## src/design/ilst_pkg.sv

```systemverilog
package ilst_pkg;

    // Sizes of the list and of one stored word.
    localparam int CAPACITY   = 64;
    localparam int DATA_WIDTH = 64;
    localparam int IDX_W      = 6;
    localparam int CNT_W      = 7;
    localparam int VALUE_W    = 64;
    localparam int STATUS_W   = 2;
    localparam int REQ_W      = 3;

    // Stream packing of the input word (tdata) and of the result word.
    localparam int S_TDATA_W  = 80;
    localparam int M_TDATA_W  = 80;
    localparam int S_IDX_LO   = 0;
    localparam int S_END_LO   = S_IDX_LO + IDX_W;
    localparam int S_VAL_LO   = S_END_LO + IDX_W;
    localparam int M_RD_LO    = 0;
    localparam int M_STAT_LO  = M_RD_LO + VALUE_W;
    localparam int M_CNT_LO   = M_STAT_LO + STATUS_W;
    localparam int M_USED_W   = M_CNT_LO + CNT_W;

    typedef enum logic [REQ_W-1:0] {
        REQ_APPEND    = 3'd0,
        REQ_READ      = 3'd1,
        REQ_WRITE     = 3'd2,
        REQ_ERASE     = 3'd3,
        REQ_ERASE_RNG = 3'd4,
        REQ_POP       = 3'd5
    } req_t;

    typedef enum logic [STATUS_W-1:0] {
        STAT_OK   = 2'd0,
        STAT_IDX  = 2'd1,
        STAT_FULL = 2'd2
    } status_t;

    typedef enum logic {
        ST_IDLE,
        ST_SHIFT
    } state_t;

    // Control broadcast to every cell of the chain.
    typedef struct packed {
        logic                  shift_en;
        logic [IDX_W-1:0]      shift_base;
        logic                  wr_en;
        logic [IDX_W-1:0]      wr_idx;
        logic [DATA_WIDTH-1:0] wr_data;
    } cell_ctrl_t;

endpackage

```

## src/design/ilst_cell.sv

```systemverilog
module ilst_cell (
    input  logic                          aclk,
    input  ilst_pkg::cell_ctrl_t          ctrl_i,
    input  logic [ilst_pkg::IDX_W-1:0]    pos_i,
    input  logic [ilst_pkg::DATA_WIDTH-1:0] up_data_i,
    output logic [ilst_pkg::DATA_WIDTH-1:0] data_o
);

    logic [ilst_pkg::DATA_WIDTH-1:0] data_reg;
    logic [ilst_pkg::DATA_WIDTH-1:0] data_next;

    // A shift at or below this position pulls the upper neighbor's entry down;
    // otherwise a write addressed here replaces the entry.
    always_comb begin
        data_next = data_reg;
        if (ctrl_i.shift_en && (pos_i >= ctrl_i.shift_base)) begin
            data_next = up_data_i;
        end else if (ctrl_i.wr_en && (ctrl_i.wr_idx == pos_i)) begin
            data_next = ctrl_i.wr_data;
        end
    end

    always_ff @(posedge aclk) begin
        data_reg <= data_next;
    end

    assign data_o = data_reg;

endmodule

```

## config.mk

```make
export PLATFORM = sky130hd
export DESIGN_NAME = ilst_cell
export DESIGN_NICKNAME = d
export VERILOG_FILES = /design/src/design/ilst_pkg.sv /design/src/design/ilst_cell.sv
export SDC_FILE = /design/constraint.sdc
export NUM_CORES = 1
export LEC_CHECK = 0
export ABC_CLOCK_PERIOD_IN_PS = 5950
export BUFFER_PORTS_ARGS = -buffer_cell sky130_fd_sc_hd__buf_4
export CORE_MARGIN = 2
export CORE_UTILIZATION = 48
export DETAILED_ROUTE_END_ITERATION = 8
export GPL_TIMING_DRIVEN = 0
export PLACE_DENSITY_LB_ADDON = 0.3
export SLEW_MARGIN = 25
export SYNTH_ARGS = -nofsm -noshare
export SYNTH_HDL_FRONTEND = slang
export SYNTH_SLANG_ARGS = --single-unit
```

## constraint.sdc

```tcl
create_clock -name aclk -period 5.95 [get_ports aclk]
set_clock_uncertainty 0.15 [all_clocks]
set_input_delay 0.595 -clock aclk [delete_from_list [all_inputs] [get_ports aclk]]
set_output_delay 0.595 -clock aclk [all_outputs]
set_load 0.02 [all_outputs]
```

==> results.md, run 1 <==
- Fin crit share: 0.472
- Post-synthesis xor/xnor area fraction: 0.0114
- H-tree depth: 3
- IO buf count: 212
- First-pass GRT wire length: between 20 and 25 mm
- Max reg flops: 64
- Total wire length: about 15 mm
- Simple-Gate Fraction of Synth Area: 0.00954
- Slew Viols, Final: 0
- CTS tree: done
- Crit end category: register
- Area of the multi-input gates: about 2300 um2
- Largest family of logic cells by synthesized area: compound AO/OA/AOI/OAI gates
- Cts repair resizes: 0
- Most common cell after layout, fill and taps aside: buf_4
- Area delta synth->final: 44.9%
- DRC: 0
- Placed inst area: 6440 um2
- Ports: 213
- CP required: 5.83 ns
- Via/cell ratio: 6.27
- Main area contributors after synthesis: edfxtp_1, o211ai_1, o2111ai_1, o211ai_2, o21ai_0
- Total gr overflow: 0
- Tmin final: roughly 2.8 ns
- Hold_ws: 0.465 ns
- CTS Hold Bufs: 0
- Seq cells post-synth: 64
- Yosys top cell by area: edfxtp_1
- Post-synthesis async set-or-reset flop share: 0
- Die ar.: a little over 10000 um2
- Clock-pin slew on the worst setup and hold paths: ~0.08 ns
- Sequential-to-total area share from yosys stat: 0.419
- Worst hold path class: primary input to register
- Pin count of the biggest net entering global routing: 23
- Number of buffers created by CTS: 9
- Main synth FF type: edfxtp_1
- Iteration-0 DRC Markers: about 310
- MaxCap Viol Count: 0
- Fin util: 0.720
- WS Path Type: primary input to register
- Fillcell total: 657
- Hpwl dp: 10.9 mm
- Max rail drop VDD: 0.000123 V
- Netlist cell types: 24
- Vias in the first global route: 4570
- Diodes inserted: 0
- Fin area: ~6700 um2
- Global Route Usage Sum: 0.271
- Die Y: 102 um
- Post-synth EDFFs: 64
- Max Fclk: 356 MHz
- Number of cell rows: 35
- CTS sink cnt: 64
- Vias after detailed routing: 4882
- Cell Pwr Density: between 200 and 250 nW/um2
- Detailed-route wire length per cell: 19.3 um
- Clk root buf: clkbuf_8
- Gpl congestion: 0.882
- Post-Syn Instances: approximately 420
- Leak pwr: 2.49 nW
- Post-CTS Setup Bufs: 0
- Max Root-Sink Buffers: 2
- CP Data Arrival Time: 2.69 ns
- Core area: slightly above 9000 um2
- Syn Nets: about 570
- Non-filler cells, final: 779
- Layout Nets: 800
- Cell area after synthesis: 4590 um2
- Post-route ant nets: 0
- DR pass1 iterations: 5
- Crit Path Max Fanout: 22
- Setup violations, final: 0
- Rel. slew slack: 0.610
- RSZ-0062 raised after global routing: no
- Least-Margin Pin Slew: roughly 0.6 ns
- Top cell type's share of synthesized area: 0.419
- Syn_area_per_cell: approximately 11 um2
- Mux contribution to synthesized area: 0
- Final hold vios: 0
- Status: finished, final reports clean
- Initial core utilization: 0.497
- Compound-gate portion of the synthesized area: 0.458
- Most frequent cells in the layout: buf_4, o211ai_1, o21ai_0
- Startpoint Class: primary input
- Share of cells above drive strength 1: 0.474
- Pwr Total: 0.00156 W
- Synth warn: 0
- Inst Count DP: 763
- Die width: 102 um
- Adder-cell share of the synthesized area: 0.0163
- Reg area: 1920 um2
- Antenna violations before repair: 0
==> per-stage QoR <==
step	setup slack (ns)	TNS (ns)
final	3.14	0
after global routing	3.08	0
after CTS	3.16	0
after detailed placement	2.80	0
after global placement	-0.879	-56.03
after floorplan	0.724	0
==> logic make-up (layout without fill, tap and decap cells) <==
kind of cell / after synthesis / in the layout
XOR/XNOR: 6 / 6
flip-flops: 64 / 64
adder cells (fa/ha/maj): 6 / 6
AO/OA/AOI/OAI: 263 / 263
buffers and inverters: 75 / 306
AND/OR/NAND/NOR: 5 / 5
==> final cells by class <==
class | count | area share
well taps | 129 | 0.0243
multi-input cells | 280 | 0.344
repair buffers | 215 | 0.252
clock buffers | 10 | 0.0192
flip-flops and latches | 64 | 0.289
inverters | 6 | 0.00339
plain buffers | 69 | 0.0559
clock inverters | 6 | 0.0126
==> Yosys cell counts (5+ instances only) <==
cell type,number
xnor2_1,6
buf_1,8
inv_1,6
o211ai_1,88
clkbuf_1,28
o211ai_2,41
ha_1,6
o21ai_0,65
o2111ai_1,64
edfxtp_1,64
buf_2,21
buf_4,5
==> final timing paths <==
kind / from / endpoint / slack, ns / cells after the start
worst max-delay path: pos_i[4] / data_o[26] / 3.14 / 9
worst min-delay path: ctrl_i[49] / data_o[49] / 0.47 / 3
==> worst max-delay path: stages <==
cell and delay (ns):
buf_4 0.13, ha_1 0.34, o21a_1 0.15, buf_2 0.25, buf_2 0.26, o21ai_0 0.15
o22ai_4 0.39, buf_16 0.22, buf_16 0.18
==> routing by layer <==
metal  wire [um]  track usage  vias to the layer above
li1            -            -                     2253
met1        5830        0.340                     2310
met2        7650        0.476                      289
met3        1260       0.0465                       30
met4         293       0.0892                        0
met5           0            0                        -
==> power breakdown <==
part	internal (W)	total (W)	switching, W
Clock	0.000234	0.000414	0.000180
Sequential	0.000570	0.000587	0.0000166
Combinational	0.000244	0.000560	0.000316
Total	0.00105	0.00156	0.000512
Note: power is estimated with default switching activity, not from simulation.
==> run 2: changes to the inputs <==
- ABC_AREA: not set -> 1
- ABC_CLOCK_PERIOD_IN_PS: 5950 -> 2300
- CORE_UTILIZATION: 48 -> 38
- clock period: 5.95 -> 2.3 ns (I/O delays scaled with it)
==> run 2 against run 1 <==
Net effect: non-clock buffer count fell by 43; combinational power rose by 71%; die area fell by 12%; synthesized cell count is 21% lower; total power is 130% higher; worst hold slack got worse by 0.45 ns; critical path depth increased by 3; synthesized area decreased by 31%; sequential cell count is the same; clock power increased to 2.5 times the previous value; worst setup slack worse by 2.9 ns; clock-buffer cell count increased by 1; critical endpoint is now data_o[40].
==> results.md, run 2 <==
- Status: finished, final reports clean
- Die ar.: between 9000 and 10000 um2
- Share of cells above drive strength 1: 0.444
- Post-synthesis async set-or-reset flop share: 0
- MaxCap Viol Count: 0
- Core area: between 8000 and 9000 um2
- Leak pwr: 2.60 nW
- Vias after detailed routing: ~3100
- Seq cells post-synth: 64
- Logic pwr share: 0.272
- Iteration-0 DRC Markers: 94
- Synth top cells by count: nand2_1, nand3_1, edfxtp_1
- Post-Syn Instances: roughly 330
- Final hold vios: 0
- Clock power frac: 0.298
- DR pass1 iterations: 4
- Post-synth EDFFs: 64
- Count leader, synth: nand2_1
- Reg power frac: 0.430
- IO buf count: about 210
- Main synth FF type: edfxtp_1
- Syn Nets: 487
- Top cell type's share of synthesized area: 0.608
- Setup violations, final: 0
- Endpoint, Worst Hold: data_o[28]
- HP Start: ctrl_i[28]
- Post-CTS Setup Bufs: 0
- Post-route ant nets: 0
- Slew Viols, Final: 0
- Psw: 0.000985 W
- Clk root buf: clkbuf_8
- Synth warn: 0
- Die width: approximately 95 um
- Fin crit share: 0.898
- Area delta synth->final: 64.0%
- Crit Path Max Fanout: 64
- CTS tree: done
- Hpwl dp: 6.77 mm
- WHS Path Cells: 3
- Least-Margin Pin Slew: 0.840 ns
- Max reg flops: 64
- WS Path Type: primary input to register
- H-tree depth: 3
- Layout Nets: a little over 700
- Pwr Total: approximately 0.0035 W
- Pin count of the biggest net entering global routing: 65
- Max Root-Sink Buffers: 2
- Die Y: 95.2 um
- Most common cell after layout, fill and taps aside: buf_4
- Tmin final: 2.07 ns
- Syn_area_per_cell: ~9.5 um2
- First-pass GRT wire length: 13.3 mm
- Hold_ws: around 0.011 ns
- Yosys top cell by area: edfxtp_1
- Clock-pin slew on the worst setup and hold paths: 0.08 ns
- Max rail drop VDD: 0.000352 V
- Switch share: 0.280
- Global Route Usage Sum: 0.192
- RSZ-0062 raised after global routing: no
- P_int: roughly 0.0025 W
- Gpl congestion: 0.760
- Rel. slew slack: 0.440
- Max Fclk: 484 MHz
- Cell area after synthesis: 3160 um2
- Total wire length: 9.13 mm
- Sequential-to-total area share from yosys stat: 0.608
- Number of buffers created by CTS: 9
- Cell Pwr Density: about 680 nW/um2
- Crit end category: register
- CTS sink cnt: 64
- CP required: about 2.1 ns
- Vias in the first global route: 3052
- DRC: 0
- Ports: 213
- Startpoint Class: primary input
- Number of cell rows: 33
- Total gr overflow: 0
- Initial core utilization: 0.389
- Most frequent cells in the layout: buf_4, nand2_1, nand3_1
- Diodes inserted: 0
- Detailed-route wire length per cell: 13.6 um
- Main area contributors after synthesis: edfxtp_1, nand2_1, nand3_1, buf_6, ha_1
- Worst hold path class: primary input to register
- Netlist cell types: 16
- Fillcell total: between 600 and 700
- CP Data Arrival Time: 1.87 ns
- Cts repair resizes: 0
- Antenna violations before repair: 0
- Via/cell ratio: 4.67
==> run 2: cell types whose count changed after synthesis, moves of 4 or more <==
cell / change
clkbuf_1: -27
inv_1: +11
buf_6: +4
nand3_1: +65
buf_2: -10
xnor2_1: -6
o211ai_1: -88
o2111ai_1: -64
buf_8: -4
o211ai_2: -41
nand2_1: +146
o21ai_0: -65
buf_1: -8
==> run 2: logic make-up after synthesis <==
| group | after synthesis | synth area share |
|---|---|---|
| adders and majority gates | 6 | 0.0237 |
| buffers and inverters | 38 | 0.0684 |
| and+or+nand+nor | 221 | 0.292 |
| xor gates and xnor gates | 1 | 0.00277 |
| AOI/OAI and AO/OA | 2 | 0.00514 |
| DFF | 64 | 0.608 |
==> run 2: power groups by stage <==
stage | registers [W] | logic [W] | clock network, W
finish | 0.00151 | 0.000959 | 0.00105
global route | 0.00153 | 0.00104 | 0.00111
CTS | 0.00151 | 0.000967 | 0.00107
detailed placement | 0.00154 | 0.000955 | 0
global placement | 0.00153 | 0.000937 | 0
floorplan | 0.00172 | 0.000275 | 0
==> run 2: area by class of cell <==
type | count | area (um2) | share of cell area
clock buffers | 11 | 131 | 0.0253
well taps | 105 | 131 | 0.0253
clock inverters | 5 | 81.3 | 0.0157
inverters | 17 | 63.8 | 0.0123
repair buffers | 220 | 1670 | 0.322
multi-input cells | 230 | 1030 | 0.199
flip-flops and latches | 64 | 1920 | 0.371
plain buffers | 21 | 153 | 0.0294
==> run 2: worst max-delay path, stage by stage <==
cell and delay (ns):
buf_4 0.08, inv_1 0.04, ha_1 0.27, inv_1 0.04, nand2_1 0.04, nand2_1 0.05, nand2_1 0.06, nand2_1 0.06
nand2_2 0.08, nand2_2 0.06, buf_2 0.19, nand2_4 0.64
==> run 2: per-stage QoR <==
step                cells  area [um2]  setup slack [ns]  utilization  setup TNS, ns
detailed placement    649        4890            -0.132        0.602          -8.25
finish                673        5190             0.234        0.638              0
global placement      649        4890           -0.0892        0.602          -5.54
floorplan             332        3170             0.263            -              0
CTS                   673        5190             0.215        0.638              0
global route          673        5190            0.0705        0.638              0
==> run 2: how the worst max path moves through the flow <==
stage | from | to | slack (ns) | cells past startpoint
after floorplan | ctrl_i[76] | data_o[0] | 0.26 | 9
after global placement | pos_i[0] | data_o[26] | -0.09 | 12
after detailed placement | ctrl_i[74] | data_o[26] | -0.13 | 10
after CTS | ctrl_i[74] | data_o[23] | 0.21 | 10
after global routing | pos_i[0] | data_o[25] | 0.07 | 12
final | pos_i[0] | data_o[40] | 0.23 | 12
==> run 2: what timing repair did <==
item	4_1_cts	5_1_grt
setup endpoints to repair	0	0
endpoints found under the hold margin	8	0
hold buffers	8	0
==> run 2: routing by layer <==
layer	track usage	up-vias	routed length (um)
met1	0.215	1417	3390
li1	-	1569	-
met5	0	-	0
met3	0.0514	16	797
met2	0.342	141	4760
met4	0.0797	0	179
==> run 3: changes to the inputs <==
- PLACE_DENSITY: not set -> 0.77
- PLACE_DENSITY_LB_ADDON: 0.3 -> not set
==> run 3 against run 2 <==
Net effect: cell area fell by 0.36%; first-iteration DRC count shrank 1.1%; highest routed layer unchanged; wire length fell by 2.0%; die area is the same; critical path type unchanged; maximum frequency is 1.0% higher; worst setup slack better by 0.021 ns; sequential share of layout area up 0.13 points; utilization down 0.23 points; combinational power about the same; global-route usage fell by 0.42 points; non-clock buffer count up 3; via count fell by 1.5%.
==> results.md, run 3 (synthesis results as in run 2) <==
- Status: finished, final reports clean
- Initial core utilization: 0.389
- Max Fclk: 489 MHz
- H-tree depth: 3
- Via/cell ratio: ~4.6
- Most frequent cells in the layout: buf_4, nand2_1, nand3_1
- Max Root-Sink Buffers: 2
- CTS tree: done
- IO buf count: around 210
- Total wire length: 8.94 mm
- Gpl congestion: 0.804
- Crit end category: register
- Least-Margin Pin Slew: 0.838 ns
- Cell Pwr Density: 634 nW/um2
- Crit-path cells: buf_4, ha_1, nand2_1, nor2_1, nand2_1, nand2_2, nand2_2, buf_2, nand2_4
- Non-filler cells, final: 676
- Hpwl dp: 6.84 mm
- Ports: 213
- First-pass GRT wire length: 12.9 mm
- Post-route ant nets: 0
- Final hold vios: 0
- Core area: 8130 um2
- Max stage delay on crit path: 0.64 ns
- Cts repair resizes: 0
- Detailed-route wire length per cell: about 13 um
- CP required: roughly 2.1 ns
- Slew Viols, Final: 0
- Worst hold path class: primary input to register
- Max reg flops: 64
- Global Route Usage Sum: 0.188
- Vias after detailed routing: just over 3000
- Setup violations, final: 0
- Startpoint Class: primary input
- Final Worst Setup Slack: between 0.2 and 0.3 ns
- Die ar.: 9070 um2
- Die Y: between 90 and 100 um
- Fin crit share: 0.889
- DRC: 0
- Max rail drop VDD: 0.000329 V
- MaxCap Viol Count: 0
- Antenna violations before repair: 0
- Die width: 95.2 um
- Area delta synth->final: 63.4%
- CP Data Arrival Time: 1.85 ns
- TNS Setup: 0 ns
- Most common cell after layout, fill and taps aside: buf_4
- Tmin final: 2.04 ns
- Vias in the first global route: 2947
- Rel. slew slack: 0.441
- Share of cells above drive strength 1: 0.441
- Total gr overflow: 0
- Inst Count DP: 649
- RSZ-0062 raised after global routing: no
- WS Path Type: primary input to register
- Number of cell rows: 33
- Pin count of the biggest net entering global routing: between 60 and 70
- Pre-CTS setup slack: -0.104 ns
- Layout Nets: 721
- Clk root buf: clkbuf_8
- Number of buffers created by CTS: 9
- Iteration-0 DRC Markers: 93
- Clock-pin slew on the worst setup and hold paths: 0.08 ns
- Leak pwr: between 2 and 3 nW
- Crit Path Max Fanout: 64
- Diodes inserted: 0
- CTS sink cnt: 64
- DR pass1 iterations: 5
- Slowest cell on the critical path: nand2_4
run 3: final cells by class:
| cell class | instances | area (um2) |
|---|---|---|
| repair buffers | 223 | 1700 |
| flip-flops and latches | 64 | 1920 |
| plain buffers | 21 | 153 |
| inverters | 17 | 63.8 |
| well taps | 105 | 131 |
| fillers | 669 | 2970 |
| multi-input cells | 230 | 1030 |
| clock buffers | 10 | 128 |
| clock inverters | 6 | 36.3 |
run 3: where the power goes:
group / internal [W] / leakage [nW] / switching [W]
clock network: 0.000383 / 0.0757 / 0.000420
logic: 0.000452 / 1.92 / 0.000510
registers: 0.00147 / 0.590 / 0.0000382
total: 0.00231 / 2.58 / 0.000968
run 3: what timing repair did:
action	4_1_cts	5_1_grt
hold buffers	10	1
hold endpoints to repair	10	1
buffers inserted	0	0
run 3: critical path, delay by kind of cell:
| family | cells | cell delay (ns) |
|---|---|---|
| adder cells (fa/ha/maj) | 1 | 0.28 |
| buffers and inverters | 2 | 0.30 |
| AND/OR/NAND/NOR | 6 | 1.01 |
run 3: final timing paths:
kind                       start    endpoint  slack (ns)  cells past startpoint
worst max-delay path    pos_i[5]  data_o[40]        0.26                      9
worst min-delay path  ctrl_i[33]  data_o[33]        0.01                      3
run 3: metal layers:
metal / global-route usage / share of wire
met1: 0.204 / 0.37
met2: 0.334 / 0.52
met3: 0.0545 / 0.083
met4: 0.0894 / 0.025
met5: 0 / 0
run 3: stage by stage:
stage	total power, W	hold WS (ns)	util	instance area, um2
6_report	0.00328	0.0126	0.635	5170
5_1_grt	0.00345	0.0000561	0.635	5170
4_1_cts	0.00331	0.00000269	0.634	5160
3_5_place_dp	0.00249	0.349	0.602	4890
3_3_place_gp	0.00247	0.341	0.602	4890
2_1_floorplan	0.00200	0.259	-	3170
